===== config.mk =====
export PLATFORM = sky130hd
export DESIGN_NAME = two_phase_termination_voter_flat
export DESIGN_NICKNAME = d
export VERILOG_FILES = /design/src/sv/tptv_pkg.sv /design/src/sv/tptv_in_if.sv /design/src/sv/tptv_out_if.sv /design/src/sv/tptv_apb_regs.sv /design/src/sv/tptv_core.sv /design/src/sv/two_phase_termination_voter.sv /design/src/flat_wrapper.sv
export SDC_FILE = /design/constraint.sdc
export NUM_CORES = 1
export LEC_CHECK = 0
export BUFFER_PORTS_ARGS = -buffer_cell sky130_fd_sc_hd__buf_4
export CORE_ASPECT_RATIO = 1.4
export CORE_UTILIZATION = 58
export DETAILED_ROUTE_END_ITERATION = 10
export PLACE_DENSITY = 0.81
export SLEW_MARGIN = 20
export SYNTH_ARGS = -nofsm -noshare
export SYNTH_HDL_FRONTEND = slang
export SYNTH_SLANG_ARGS = --single-unit

===== constraint.sdc =====
create_clock -name clk -period 4.4 [get_ports clk]
set_clock_uncertainty 0.15 [all_clocks]
set_input_delay 1.1 -clock clk [delete_from_list [all_inputs] [get_ports clk]]
set_output_delay 1.1 -clock clk [all_outputs]
set_load 0.005 [all_outputs]

===== src/sv/tptv_pkg.sv =====
// ----------------------------------------------------------------------------
// tptv_pkg
// Types, codes and constants shared by the two-phase termination voter.
// ----------------------------------------------------------------------------
package tptv_pkg;

	localparam int MAX_NODES     = 64;
	localparam int PENDING_WIDTH = 24;
	localparam int COUNT_WIDTH   = 24;
	localparam int NODES_WIDTH   = 7;
	localparam int ADDR_WIDTH    = 3;
	localparam int DATA_WIDTH    = 32;

	typedef enum logic [2:0] {
		MODE_ADD      = 3'd0,
		MODE_SUB      = 3'd1,
		MODE_PROPOSE  = 3'd2,
		MODE_VOTE_CMT = 3'd3,
		MODE_VOTE_ABT = 3'd4,
		MODE_COMMIT   = 3'd5,
		MODE_ABORT    = 3'd6,
		MODE_TICK     = 3'd7
	} mode_t;

	typedef enum logic [2:0] {
		SEND_NONE      = 3'd0,
		SEND_BC_PROP   = 3'd1,
		SEND_BC_COMMIT = 3'd2,
		SEND_BC_ABORT  = 3'd3,
		SEND_VOTE_CMT  = 3'd4,
		SEND_VOTE_ABT  = 3'd5
	} send_kind_t;

	typedef enum logic [2:0] {
		ST_PREP_COORD  = 3'd0,
		ST_PROPOSE     = 3'd1,
		ST_PREP_COHORT = 3'd2,
		ST_VOTE        = 3'd3,
		ST_TERMINATE   = 3'd4
	} fsm_state_t;

	typedef enum logic [ADDR_WIDTH-3:0] {
		REG_IS_COORD  = 1'd0,
		REG_NUM_NODES = 1'd1
	} reg_index_t;

	typedef struct packed {
		logic [2:0]             mode;
		logic [COUNT_WIDTH-1:0] count;
		logic                   local_done;
	} tptv_item_t;

	typedef struct packed {
		logic                   is_coordinator;
		logic [NODES_WIDTH-1:0] num_nodes;
		logic                   role_wr;
		logic                   role_coord;
	} tptv_cfg_t;

	typedef struct packed {
		send_kind_t             send_kind;
		logic                   all_done;
		logic                   comm_allowed;
		logic                   pending_underflow;
		logic [COUNT_WIDTH-1:0] pending_count;
	} tptv_result_t;

endpackage


===== src/sv/tptv_in_if.sv =====
// ----------------------------------------------------------------------------
// tptv_in_if
// Input channel of the voter: one event or tick word per handshake.
// ----------------------------------------------------------------------------
interface tptv_in_if
	import tptv_pkg::*;
	();
	logic                   valid;
	logic                   ready;
	logic [2:0]             mode;
	logic [COUNT_WIDTH-1:0] count;
	logic                   local_done;

	modport source (output valid, output mode, output count, output local_done, input ready);
	modport sink (input valid, input mode, input count, input local_done, output ready);
endinterface


===== src/sv/tptv_out_if.sv =====
// ----------------------------------------------------------------------------
// tptv_out_if
// Result channel of the voter: one result word per input word.
// ----------------------------------------------------------------------------
interface tptv_out_if
	import tptv_pkg::*;
	();
	logic                   valid;
	logic                   ready;
	logic [2:0]             send_kind;
	logic                   all_done;
	logic                   comm_allowed;
	logic                   pending_underflow;
	logic [COUNT_WIDTH-1:0] pending_count;

	modport source (output valid, output send_kind, output all_done, output comm_allowed,
		output pending_underflow, output pending_count, input ready);
	modport sink (input valid, input send_kind, input all_done, input comm_allowed,
		input pending_underflow, input pending_count, output ready);
endinterface


===== src/sv/tptv_apb_regs.sv =====
// ----------------------------------------------------------------------------
// tptv_apb_regs
// APB configuration registers: role select and node count.
// ----------------------------------------------------------------------------
module tptv_apb_regs
	import tptv_pkg::*;
	(
	input  logic                  clk,
	input  logic                  arst_n,
	input  logic                  psel,
	input  logic                  penable,
	input  logic                  pwrite,
	input  logic [ADDR_WIDTH-1:0] paddr,
	input  logic [DATA_WIDTH-1:0] pwdata,
	output logic [DATA_WIDTH-1:0] prdata,
	output logic                  pready,
	output tptv_cfg_t             cfg
);

	logic                   is_coord_q;
	logic [NODES_WIDTH-1:0] num_nodes_q;
	logic                   wr_en;
	reg_index_t             idx;

	assign pready = 1'b1;
	assign wr_en  = psel && penable && pwrite;
	assign idx    = reg_index_t'(paddr[ADDR_WIDTH-1:2]);

	always_ff @(posedge clk or negedge arst_n) begin
		if (!arst_n) begin
			is_coord_q  <= 1'b0;
			num_nodes_q <= NODES_WIDTH'(1);
		end else if (wr_en) begin
			case (idx)
				REG_IS_COORD:  is_coord_q  <= pwdata[0];
				REG_NUM_NODES: num_nodes_q <= pwdata[NODES_WIDTH-1:0];
				default: ;
			endcase
		end
	end

	always_comb begin
		case (idx)
			REG_IS_COORD:  prdata = {{(DATA_WIDTH-1){1'b0}}, is_coord_q};
			REG_NUM_NODES: prdata = {{(DATA_WIDTH-NODES_WIDTH){1'b0}}, num_nodes_q};
			default:       prdata = '0;
		endcase
	end

	assign cfg.is_coordinator = is_coord_q;
	assign cfg.num_nodes      = num_nodes_q;
	assign cfg.role_wr        = wr_en && (idx == REG_IS_COORD);
	assign cfg.role_coord     = pwdata[0];

endmodule


===== src/sv/tptv_core.sv =====
// ----------------------------------------------------------------------------
// tptv_core
// Voter state and the step that applies one word to it.
// ----------------------------------------------------------------------------
module tptv_core
	import tptv_pkg::*;
	(
	input  logic         clk,
	input  logic         arst_n,
	input  tptv_cfg_t    cfg,
	input  logic         step,
	input  tptv_item_t   item,
	output tptv_result_t res
);

	localparam int SUM_WIDTH = ((PENDING_WIDTH > COUNT_WIDTH) ? PENDING_WIDTH : COUNT_WIDTH) + 1;
	localparam logic [SUM_WIDTH-1:0] PEND_MAX = SUM_WIDTH'((64'd1 << PENDING_WIDTH) - 64'd1);
	localparam logic [NODES_WIDTH-1:0] VOTE_CAP = {NODES_WIDTH{1'b1}};

	fsm_state_t               state_q, state_d;
	logic [PENDING_WIDTH-1:0] pend_q, pend_d;
	logic [NODES_WIDTH-1:0]   votes_q, votes_d;
	logic [NODES_WIDTH-1:0]   cvotes_q, cvotes_d;
	logic                     all_in_q, all_in_d;
	logic                     dec_in_q, dec_in_d;
	logic                     dec_cmt_q, dec_cmt_d;
	logic                     prop_in_q, prop_in_d;

	fsm_state_t             prep_state;
	logic [NODES_WIDTH-1:0] n_clamped;
	logic [NODES_WIDTH:0]   needed;
	logic [SUM_WIDTH-1:0]   pend_ext, cnt_ext, sum;
	logic                   has_work;
	send_kind_t             send;
	logic                   done, underflow;

	assign prep_state = cfg.is_coordinator ? ST_PREP_COORD : ST_PREP_COHORT;
	assign n_clamped  = (32'(cfg.num_nodes) > MAX_NODES) ? NODES_WIDTH'(MAX_NODES) : cfg.num_nodes;
	assign needed     = {1'b0, n_clamped} - (NODES_WIDTH+1)'(1);
	assign pend_ext   = SUM_WIDTH'(pend_q);
	assign cnt_ext    = SUM_WIDTH'(item.count);
	assign sum        = pend_ext + cnt_ext;
	assign has_work   = !(item.local_done && (pend_q == '0));

	always_comb begin
		state_d   = state_q;
		pend_d    = pend_q;
		votes_d   = votes_q;
		cvotes_d  = cvotes_q;
		all_in_d  = all_in_q;
		dec_in_d  = dec_in_q;
		dec_cmt_d = dec_cmt_q;
		prop_in_d = prop_in_q;
		send      = SEND_NONE;
		done      = 1'b0;
		underflow = 1'b0;
		case (mode_t'(item.mode))
			MODE_ADD: begin
				pend_d = (sum > PEND_MAX) ? PEND_MAX[PENDING_WIDTH-1:0] : sum[PENDING_WIDTH-1:0];
			end
			MODE_SUB: begin
				if (cnt_ext > pend_ext) begin
					pend_d    = '0;
					underflow = 1'b1;
				end else begin
					pend_d = pend_q - PENDING_WIDTH'(cnt_ext);
				end
			end
			MODE_PROPOSE: prop_in_d = 1'b1;
			MODE_VOTE_CMT, MODE_VOTE_ABT: begin
				if (item.mode == MODE_VOTE_CMT && cvotes_q != VOTE_CAP)
					cvotes_d = cvotes_q + NODES_WIDTH'(1);
				if (votes_q != VOTE_CAP)
					votes_d = votes_q + NODES_WIDTH'(1);
				if ({1'b0, votes_d} == needed)
					all_in_d = 1'b1;
			end
			MODE_COMMIT: begin
				dec_in_d  = 1'b1;
				dec_cmt_d = 1'b1;
			end
			MODE_ABORT: dec_in_d = 1'b1;
			default: begin
				case (state_q)
					ST_PREP_COORD: begin
						if (!has_work) begin
							send    = SEND_BC_PROP;
							state_d = ST_PROPOSE;
						end
					end
					ST_PROPOSE: begin
						if (all_in_q) begin
							if ({1'b0, cvotes_q} == needed) begin
								send    = SEND_BC_COMMIT;
								state_d = ST_TERMINATE;
								done    = 1'b1;
							end else begin
								send    = SEND_BC_ABORT;
								state_d = ST_PREP_COORD;
							end
							votes_d  = '0;
							cvotes_d = '0;
							all_in_d = 1'b0;
						end
					end
					ST_PREP_COHORT: begin
						if (prop_in_q) begin
							state_d   = ST_VOTE;
							prop_in_d = 1'b0;
							send      = has_work ? SEND_VOTE_ABT : SEND_VOTE_CMT;
						end
					end
					ST_VOTE: begin
						if (dec_in_q) begin
							if (dec_cmt_q) begin
								state_d = ST_TERMINATE;
								done    = 1'b1;
							end else begin
								state_d  = ST_PREP_COHORT;
								dec_in_d = 1'b0;
							end
						end
					end
					ST_TERMINATE: begin
						state_d   = prep_state;
						pend_d    = '0;
						votes_d   = '0;
						cvotes_d  = '0;
						all_in_d  = 1'b0;
						dec_in_d  = 1'b0;
						dec_cmt_d = 1'b0;
						prop_in_d = 1'b0;
					end
					default: ;
				endcase
			end
		endcase
	end

	always_ff @(posedge clk or negedge arst_n) begin
		if (!arst_n) begin
			state_q   <= ST_PREP_COHORT;
			pend_q    <= '0;
			votes_q   <= '0;
			cvotes_q  <= '0;
			all_in_q  <= 1'b0;
			dec_in_q  <= 1'b0;
			dec_cmt_q <= 1'b0;
			prop_in_q <= 1'b0;
		end else if (cfg.role_wr) begin
			state_q <= cfg.role_coord ? ST_PREP_COORD : ST_PREP_COHORT;
		end else if (step) begin
			state_q   <= state_d;
			pend_q    <= pend_d;
			votes_q   <= votes_d;
			cvotes_q  <= cvotes_d;
			all_in_q  <= all_in_d;
			dec_in_q  <= dec_in_d;
			dec_cmt_q <= dec_cmt_d;
			prop_in_q <= prop_in_d;
		end
	end

	assign res.send_kind         = send;
	assign res.all_done          = done;
	assign res.comm_allowed      = (state_d == prep_state);
	assign res.pending_underflow = underflow;
	assign res.pending_count     = COUNT_WIDTH'(pend_d);

endmodule


===== src/sv/two_phase_termination_voter.sv =====
// ----------------------------------------------------------------------------
// two_phase_termination_voter
// Termination voter using two-phase commit, with an input register, a
// state update and a result register.
// ----------------------------------------------------------------------------
//  Channel   Kind           Word
//  items     valid/ready    mode, count, local_done
//  results   valid/ready    send_kind, all_done, comm_allowed,
//                           pending_underflow, pending_count
//  APB       psel/penable   is_coordinator at 0x0, num_nodes at 0x4
//
// One word is taken per cycle while the result channel does not stall; each word
// is held in the input register and its result is then offered from the result register.
// The state update happens as the word moves from the input register to the
// result register, so consecutive words see each other's effects.
// A stalled result holds in its register while one more word waits in the
// input register. Reset puts the node in the cohort prepare state.
// ----------------------------------------------------------------------------
module two_phase_termination_voter
	import tptv_pkg::*;
	(
	input  logic                  clk,
	input  logic                  arst_n,
	tptv_in_if.sink               items,
	tptv_out_if.source            results,
	input  logic                  psel,
	input  logic                  penable,
	input  logic                  pwrite,
	input  logic [ADDR_WIDTH-1:0] paddr,
	input  logic [DATA_WIDTH-1:0] pwdata,
	output logic [DATA_WIDTH-1:0] prdata,
	output logic                  pready
);

	tptv_cfg_t    cfg;
	tptv_item_t   item_s1;
	logic         valid_s1;
	tptv_result_t res_comb;
	tptv_result_t res_s2;
	logic         valid_s2;
	logic         adv;

	tptv_apb_regs u_regs (
		.clk     (clk),
		.arst_n  (arst_n),
		.psel    (psel),
		.penable (penable),
		.pwrite  (pwrite),
		.paddr   (paddr),
		.pwdata  (pwdata),
		.prdata  (prdata),
		.pready  (pready),
		.cfg     (cfg)
	);

	tptv_core u_core (
		.clk    (clk),
		.arst_n (arst_n),
		.cfg    (cfg),
		.step   (adv),
		.item   (item_s1),
		.res    (res_comb)
	);

	assign adv         = valid_s1 && (!valid_s2 || results.ready);
	assign items.ready = !valid_s1 || adv;

	always_ff @(posedge clk or negedge arst_n) begin
		if (!arst_n) begin
			valid_s1 <= 1'b0;
			valid_s2 <= 1'b0;
		end else begin
			if (items.ready)
				valid_s1 <= items.valid;
			if (adv)
				valid_s2 <= 1'b1;
			else if (results.ready)
				valid_s2 <= 1'b0;
		end
	end

	always_ff @(posedge clk) begin
		if (items.valid && items.ready) begin
			item_s1.mode       <= items.mode;
			item_s1.count      <= items.count;
			item_s1.local_done <= items.local_done;
		end
		if (adv)
			res_s2 <= res_comb;
	end

	assign results.valid             = valid_s2;
	assign results.send_kind         = res_s2.send_kind;
	assign results.all_done          = res_s2.all_done;
	assign results.comm_allowed      = res_s2.comm_allowed;
	assign results.pending_underflow = res_s2.pending_underflow;
	assign results.pending_count     = res_s2.pending_count;

endmodule

===== src/flat_wrapper.sv =====
// flat-port wrapper written by rule: the top's interface ports become plain ports
module two_phase_termination_voter_flat import tptv_pkg::*;
  (clk, arst_n, psel, penable, pwrite, paddr, pwdata, prdata, pready, items_valid, items_mode, items_count, items_local_done, items_ready, results_valid, results_send_kind, results_all_done, results_comm_allowed, results_pending_underflow, results_pending_count, results_ready);
  tptv_in_if items_i ();
  tptv_out_if results_i ();
  input  logic clk;
  input  logic arst_n;
  input  logic psel;
  input  logic penable;
  input  logic pwrite;
  input  logic [ADDR_WIDTH-1:0] paddr;
  input  logic [DATA_WIDTH-1:0] pwdata;
  output logic [DATA_WIDTH-1:0] prdata;
  output logic pready;
  input wire logic [$bits(items_i.valid)-1:0] items_valid;
  input wire logic [$bits(items_i.mode)-1:0] items_mode;
  input wire logic [$bits(items_i.count)-1:0] items_count;
  input wire logic [$bits(items_i.local_done)-1:0] items_local_done;
  output wire logic [$bits(items_i.ready)-1:0] items_ready;
  output wire logic [$bits(results_i.valid)-1:0] results_valid;
  output wire logic [$bits(results_i.send_kind)-1:0] results_send_kind;
  output wire logic [$bits(results_i.all_done)-1:0] results_all_done;
  output wire logic [$bits(results_i.comm_allowed)-1:0] results_comm_allowed;
  output wire logic [$bits(results_i.pending_underflow)-1:0] results_pending_underflow;
  output wire logic [$bits(results_i.pending_count)-1:0] results_pending_count;
  input wire logic [$bits(results_i.ready)-1:0] results_ready;
  assign items_i.valid = items_valid;
  assign items_i.mode = items_mode;
  assign items_i.count = items_count;
  assign items_i.local_done = items_local_done;
  assign items_ready = items_i.ready;
  assign results_valid = results_i.valid;
  assign results_send_kind = results_i.send_kind;
  assign results_all_done = results_i.all_done;
  assign results_comm_allowed = results_i.comm_allowed;
  assign results_pending_underflow = results_i.pending_underflow;
  assign results_pending_count = results_i.pending_count;
  assign results_i.ready = results_ready;
  two_phase_termination_voter u_core (.clk(clk), .arst_n(arst_n), .items(items_i), .results(results_i), .psel(psel), .penable(penable), .pwrite(pwrite), .paddr(paddr), .pwdata(pwdata), .prdata(prdata), .pready(pready));
endmodule

==> flow_metrics.tcl, run 1 <==
set metrics [dict create \
    outcome "finished clean" \
    power_density_nw_per_um2 633 \
    irDropWorstVdd_mv 0.321 \
    drive_gt1_frac 0.157 \
    post_cts_hold_buffer_count 0 \
    min-delay-path-class "reg2reg" \
    postRouteAntennaNets 0 \
    initialDrtViolationCount 601 \
    yosys_most_used_dff "sky130_fd_sc_hd__edfxtp_1" \
    period_share 0.934 \
    rsz0062_at_grt "no" \
    setup_violations 0 \
    antenna_cells 0 \
    critical_path_required_ps 4400 \
    cts-root-to-sink-buffers 2 \
    met1_global_route_usage 0.368 \
    final_nets 1125 \
    tritoncts "built" \
    cp_num_cells 12 \
    max_slew_margin 0.446 \
    leakagePower_nw 4.13 \
    timing.critical_path.slowest_cell_delay_ps 540 \
    netlist.area_leader.share 0.205 \
    initial_core_util 0.591 \
    number_of_antenna_violations_at_the_first_check_in_global_routing 0 \
    worstSkewPairLatency_ps 430 \
    synth_cell_types 86 \
    most_frequent_standard_cell_in_the_layout_excluding_fill_and_tap_cells "sky130_fd_sc_hd__buf_4" \
    timing.critical_path.from "u_core.u_core.pend_q[0]" \
    setup.worst_path.end_class "flip-flop" \
    average_wire_length_per_cell_after_detail_routing_microns 19.3 \
    clk_pin_slew_ps 60 \
    setup.worst_path.end "u_core.results.pending_count[6]" \
    post_drt_via_cell_ratio 6.30 \
    maxSlewViolCount 0 \
    crit-reg2reg-launch "u_core.u_core.pend_q[0]" \
    crit_family "compound AO/OA/AOI/OAI gates" \
    avgSynthCellArea_sq_um 9.09 \
    worstPathArrival_ps 4110 \
    grt_util_met3 0.0701 \
    detail_route.drc_violations 0 \
    post-synth-top-area-cell "sky130_fd_sc_hd__edfxtp_1" \
    grt_pass1_wl_mm 38.3 \
    max_clock_freq_ghz 0.243 \
    max_cap_violations 0 \
    dieArea_sq_um 15200 \
    post-route-min-period_ps 4110 \
    final.setup.tns_ps 0 \
    routed-via-count 7565 \
    chipHeight_microns 145 \
    worst_slew_pin_slew_ps 826 \
    ios 135 \
    asyncSetResetFlopFracSynth 0.487 \
    reg2reg_slack_ps 290 \
    grt_max_degree 56 \
    worst_setup_path_start_kind "flip-flop" \
    track_usage 0.323 \
    number_of_global_route_vias_before_repair 7468 \
    synthesis_stage_register_bit_count 113 \
    dieWidth_microns 104 \
    netlist_instances 936 \
    dp_hpwl_mm 16.8 \
    cpMaxStageDelayCell "sky130_fd_sc_hd__o31a_1" \
    timing_worst_setup_path_type "reg2reg" \
    portBuffers 81 \
    std_cell_rows 52 \
    grt_overflow 0 \
    htree_num_levels 4 \
    crit_fanout 10 \
    timing.final.hold_violations 0 \
    cts_num_sinks 113 \
    cts_buffer_count 17 \
    detailedRoute.firstPassIterationCount 6 \
    fin_total_pwr_mw 6.11 \
    synth.yosys.seq_area_share 0.367 \
    root_buffer "sky130_fd_sc_hd__clkbuf_16" \
    area.growth.synth_to_final_pct 13.6 \
    yosysWarningCount 0 \
    crit_buf_inv 3 \
    path_cells "inv_1, ha_1, inv_1, fa_1, a211oi_1, o21ai_0, nand3_1, nand3_1, o31a_1, buf_4, a222oi_1, nand2_1" \
    top_usage_layer_grt "met2" \
    coreArea_sq_um 14400 \
    r2r.worst_path.cells 12 \
    gr-usage-met2 0.552 \
    weighted_congestion_reported_at_the_end_of_routability_driven_placement 0.973 \
    synth_edf_count 58 \
    cts.repair_timing.setup_buffer_count 0 \
    synth.top_cells.by_area "sky130_fd_sc_hd__edfxtp_1 20%, sky130_fd_sc_hd__dfrtp_1 16%, sky130_fd_sc_hd__ha_1 8.1%" \
    totalWireLength_mm 23.2 \
    post_synth_instance_area_sq_um 8500 \
    worst_reg2reg_endpoint "u_core.results.pending_count[6]" \
    layout_common_cells "94 x sky130_fd_sc_hd__buf_4, 76 x sky130_fd_sc_hd__nand2_1, 71 x sky130_fd_sc_hd__nor2_1" \
]
==> flip-flops by register name (all words and copies together) (netlist names) <==
| signal | cells |
|---|---|
| u_core.item_s1 | 28 |
| u_core.results.pending_count | 24 |
| u_core.u_core.pend_q | 24 |
| u_core.u_core.cvotes_q | 7 |
| u_core.u_core.votes_q | 7 |
| u_core.u_regs.num_nodes_q | 7 |
| u_core.results.send_kind | 3 |
| u_core.u_core.state_q | 3 |
| u_core.results.all_done | 1 |
| u_core.results.comm_allowed | 1 |
| u_core.results.pending_underflow | 1 |
| u_core.results.valid | 1 |
| u_core.u_core.all_in_q | 1 |
| u_core.u_core.dec_cmt_q | 1 |
| u_core.u_core.dec_in_q | 1 |
| u_core.u_core.prop_in_q | 1 |
| u_core.u_regs.is_coord_q | 1 |
| u_core.valid_s1 | 1 |
==> report_power, final <==
part	internal [mW]	switching [mW]
clock network	0.831	0.478
registers	1.42	0.341
logic	1.27	1.77
==> kinds of logic after synthesis <==
| family | Yosys count | share of synthesized area |
|---|---|---|
| muxes | 26 | 0.0349 |
| xor gates and xnor gates | 46 | 0.0474 |
| DFF | 113 | 0.367 |
| other | 2 | 0.000883 |
| buffers and inverters | 130 | 0.0777 |
| AOI/OAI and AO/OA | 267 | 0.214 |
| and+or+nand+nor | 295 | 0.173 |
| adders and majority gates | 57 | 0.0856 |
==> worst min-delay path by stage <==
stage / from / slack (ps) / depth (start not counted) / endpoint
after global routing: u_core.valid_s1 / 390 / 1 / u_core.results.valid
final: u_core.valid_s1 / 350 / 1 / u_core.results.valid
after floorplan: u_core.valid_s1 / 310 / 1 / u_core.results.valid
after global placement: u_core.valid_s1 / 320 / 1 / u_core.results.valid
after detailed placement: u_core.valid_s1 / 340 / 1 / u_core.results.valid
after CTS: u_core.valid_s1 / 360 / 1 / u_core.results.valid
==> through the flow <==
stage	utilization	std cells	area (sq um)	setup slack, ps	hold WS (ps)
after CTS	0.672	1200	9660	403	357
after global placement	0.633	1168	9100	509	323
after global routing	0.672	1200	9660	63.8	385
final	0.672	1200	9660	290	354
after floorplan	-	960	8590	582	307
after detailed placement	0.633	1168	9100	444	344
==> cell type report <==
| cell class | count | area (sq um) |
|---|---|---|
| multi-input combinational | 717 | 4830 |
| fill | 1170 | 4720 |
| sequential | 113 | 3120 |
| timing repair buffer | 94 | 706 |
| clock buffer | 26 | 499 |
| tap | 189 | 236 |
| inverter | 55 | 206 |
| clock inverter | 6 | 58.8 |
==> repair_timing <==
action,in CTS,in global routing
hold endpoints to repair,0,0
resized for setup,0,1
endpoints found under the setup margin,0,2
==> per-layer routing <==
layer  vias to the layer above  part of all wire
met5                         -                 0
met4                         0             0.059
met3                       107             0.064
met2                       383              0.50
met1                      3554              0.38
li1                       3521                 -
==> cell usage after synthesis (7+ instances only) <==
master	number
sky130_fd_sc_hd__nor2_1	72
sky130_fd_sc_hd__nor3_1	22
sky130_fd_sc_hd__nor4_1	13
sky130_fd_sc_hd__inv_1	55
sky130_fd_sc_hd__o21ai_0	44
sky130_fd_sc_hd__a21oi_1	69
sky130_fd_sc_hd__o31ai_1	10
sky130_fd_sc_hd__o21bai_1	10
sky130_fd_sc_hd__a31oi_1	20
sky130_fd_sc_hd__nand4_1	9
sky130_fd_sc_hd__mux2_2	19
sky130_fd_sc_hd__edfxtp_1	58
sky130_fd_sc_hd__or3_1	7
sky130_fd_sc_hd__and2_1	10
sky130_fd_sc_hd__ha_1	55
sky130_fd_sc_hd__a222oi_1	7
sky130_fd_sc_hd__nand2b_1	17
sky130_fd_sc_hd__dfrtp_1	53
sky130_fd_sc_hd__xnor2_1	29
sky130_fd_sc_hd__clkbuf_1	36
sky130_fd_sc_hd__a211oi_1	13
sky130_fd_sc_hd__nand3_1	20
sky130_fd_sc_hd__nor2b_1	15
sky130_fd_sc_hd__and3_1	8
sky130_fd_sc_hd__xor2_1	17
sky130_fd_sc_hd__buf_4	27
sky130_fd_sc_hd__nand2_1	76
sky130_fd_sc_hd__a21o_1	13
Note: power is estimated with default switching activity, not from simulation.
==> run 2: changes to the inputs <==
Settings changed: CORE_MARGIN from default to 3, PLACE_DENSITY 0.81 to default, PLACE_DENSITY_LB_ADDON from default to 0.25.
Clock period 4.4 ns to 4.05 ns, I/O delays scaled along.
==> run 2 against run 1 <==
Against the previous run:
- largest power group unchanged
- sequential share of layout area decreased by 0.51 points
- sequential power is 9% higher
- cell area grew 1.6%
- worst hold slack got worse by 21 ps
- clock power rose by 11%
- highest routed layer unchanged
- via count rose by 1.0%
- combinational power is 12% higher
==> flow_metrics.tcl, run 2 (synthesis gave the netlist of run 1 again) <==
set metrics [dict create \
    std_cell_rows 51 \
    comb_power_share 0.503 \
    worstPathArrival_ps 3960 \
    timing_worst_setup_path_type "reg2reg" \
    post-route-min-period_ps 3790 \
    antenna_cells 0 \
    crit_fanout 6 \
    max_slew_margin 0.349 \
    average_wire_length_per_cell_after_detail_routing_microns 19.6 \
    critical_path_required_ps 4210 \
    sequentialPowerShare 0.283 \
    most_frequent_standard_cell_in_the_layout_excluding_fill_and_tap_cells "sky130_fd_sc_hd__buf_4" \
    setup_violations 0 \
    max_flop_register "u_core.item_s1" \
    htree_num_levels 4 \
    clock_power_share 0.215 \
    crit_buf_inv 0 \
    power.share.switching 0.423 \
    number_of_global_route_vias_before_repair 7764 \
    clk_pin_slew_ps 60 \
    grt_pass1_wl_mm 38.3 \
    maxSlewViolCount 0 \
    pint_mw 3.90 \
    netSwitchingPower_mw 2.86 \
    max_clock_freq_ghz 0.264 \
    timing.final.hold_violations 0 \
    drive_gt1_frac 0.175 \
    cts-root-to-sink-buffers 2 \
    routed-via-count 7641 \
    finalHoldWorstSlack_ps 333 \
    post_drt_via_cell_ratio 6.29 \
    min-delay-path-class "reg2reg" \
    track_usage 0.306 \
    grt_max_degree 56 \
    portBuffers 81 \
    detail_route.drc_violations 0 \
    cts_num_sinks 113 \
    final.setup.tns_ps 0 \
    max_cap_violations 0 \
    worst_setup_path_start_kind "flip-flop" \
    postRouteAntennaNets 0 \
    rsz0062_at_grt "no" \
    cpMaxStageDelayCell "sky130_fd_sc_hd__or4_1" \
    crit_family "compound AO/OA/AOI/OAI gates" \
    cts_buffer_count 17 \
    coreArea_sq_um 14200 \
    initial_core_util 0.600 \
    path_cells "ha_1, or4_1, nor4_1, a311oi_1, a2111oi_1, a2111oi_0, a2111o_1, mux2_2" \
    post_cts_hold_buffer_count 0 \
    dieArea_sq_um 16200 \
    tritoncts "built" \
    timing.critical_path.slowest_cell_delay_ps 620 \
    power_density_nw_per_um2 689 \
    initialDrtViolationCount 454 \
    layout_common_cells "111 x sky130_fd_sc_hd__buf_4, 76 x sky130_fd_sc_hd__nand2_1, 71 x sky130_fd_sc_hd__nor2_1" \
    worstSkewPairLatency_ps 430 \
    outcome "finished clean" \
    post-route-util 0.693 \
    ios 135 \
    weighted_congestion_reported_at_the_end_of_routability_driven_placement 0.982 \
    grt_overflow 0 \
    final_nets 1143 \
    detailedRoute.firstPassIterationCount 6 \
    worst_slew_pin_slew_ps 974 \
    leakagePower_nw 4.22 \
    dp_hpwl_mm 17.4 \
    largest_register_ff_count 28 \
    irDropWorstVdd_mv 0.364 \
    chipHeight_microns 149 \
    area.growth.synth_to_final_pct 15.4 \
    dieWidth_microns 108 \
    period_share 0.937 \
    totalWireLength_mm 23.8 \
    root_buffer "sky130_fd_sc_hd__clkbuf_16" \
    number_of_antenna_violations_at_the_first_check_in_global_routing 0 \
    setup.worst_path.end_class "flip-flop" \
]
==> run 2: changes by cell type in the layout (fill, tap and decap cells not counted) <==
cell and delta:
sky130_fd_sc_hd__clkinv_4 +3, sky130_fd_sc_hd__clkbuf_1 -3, sky130_fd_sc_hd__buf_4 +17, sky130_fd_sc_hd__bufinv_16 +1, sky130_fd_sc_hd__inv_6 +1, sky130_fd_sc_hd__buf_12 +1, sky130_fd_sc_hd__clkbuf_8 -4, sky130_fd_sc_hd__clkinvlp_4 +2
==> run 2: stage by stage <==
stage / cell area, sq um / instances / power, mW / setup WS [ps]
6_report: 9820 / 1214 / 6.77 / 257
5_1_grt: 9820 / 1214 / 7.21 / 55.3
4_1_cts: 9790 / 1212 / 6.72 / 252
3_5_place_dp: 9220 / 1180 / 5.23 / 274
3_3_place_gp: 9220 / 1180 / 5.16 / 280
2_1_floorplan: 8590 / 960 / 4.27 / 320
==> run 2: worst paths after layout <==
check	from	end	slack (ps)	depth (start not counted)
worst max-delay path	u_core.u_core.pend_q[11]	u_core.u_core.pend_q[19]	260	8
worst min-delay path	u_core.valid_s1	u_core.results.valid	330	1
min in group asynchronous	arst_n	u_core.u_core.state_q[2]	510	1
max in group asynchronous	arst_n	u_core.u_core.pend_q[11]	2730	1
worst min register to register	u_core.valid_s1	u_core.results.valid	330	1
worst max register to register	u_core.u_core.pend_q[11]	u_core.u_core.pend_q[19]	260	8
==> run 2: repair_timing <==
action,4_1_cts,5_1_grt
setup endpoints to repair,0,2
resized for setup,0,1
buffers inserted,0,2
==> run 2: power groups by stage <==
stage          registers, mW  logic (mW)  clock network (mW)
3_5_place_dp            1.92        3.31                   0
2_1_floorplan           1.78        2.49                   0
5_1_grt                 1.95        3.75                1.52
4_1_cts                 1.90        3.34                1.47
3_3_place_gp            1.91        3.26                   0
6_report                1.91        3.40                1.45
==> run 2: routing by layer <==
| layer | routed length (microns) | vias up | GRT usage | share of wire |
|---|---|---|---|---|
| li1 | - | 3548 | - | - |
| met4 | 1250 | 0 | 0.178 | 0.053 |
| met1 | 8570 | 3643 | 0.333 | 0.36 |
| met2 | 12400 | 349 | 0.544 | 0.52 |
| met3 | 1550 | 101 | 0.0598 | 0.065 |
| met5 | 0 | - | 0 | 0 |
==> run 2: layout make-up <==
type	count	area, sq um
Fill cell	1148	4350
Inverter	55	206
Clock buffer	19	433
Timing Repair Buffer	112	853
Sequential cell	113	3120
Clock inverter	13	139
Tap cell	185	231
Multi-Input combinational cell	717	4830
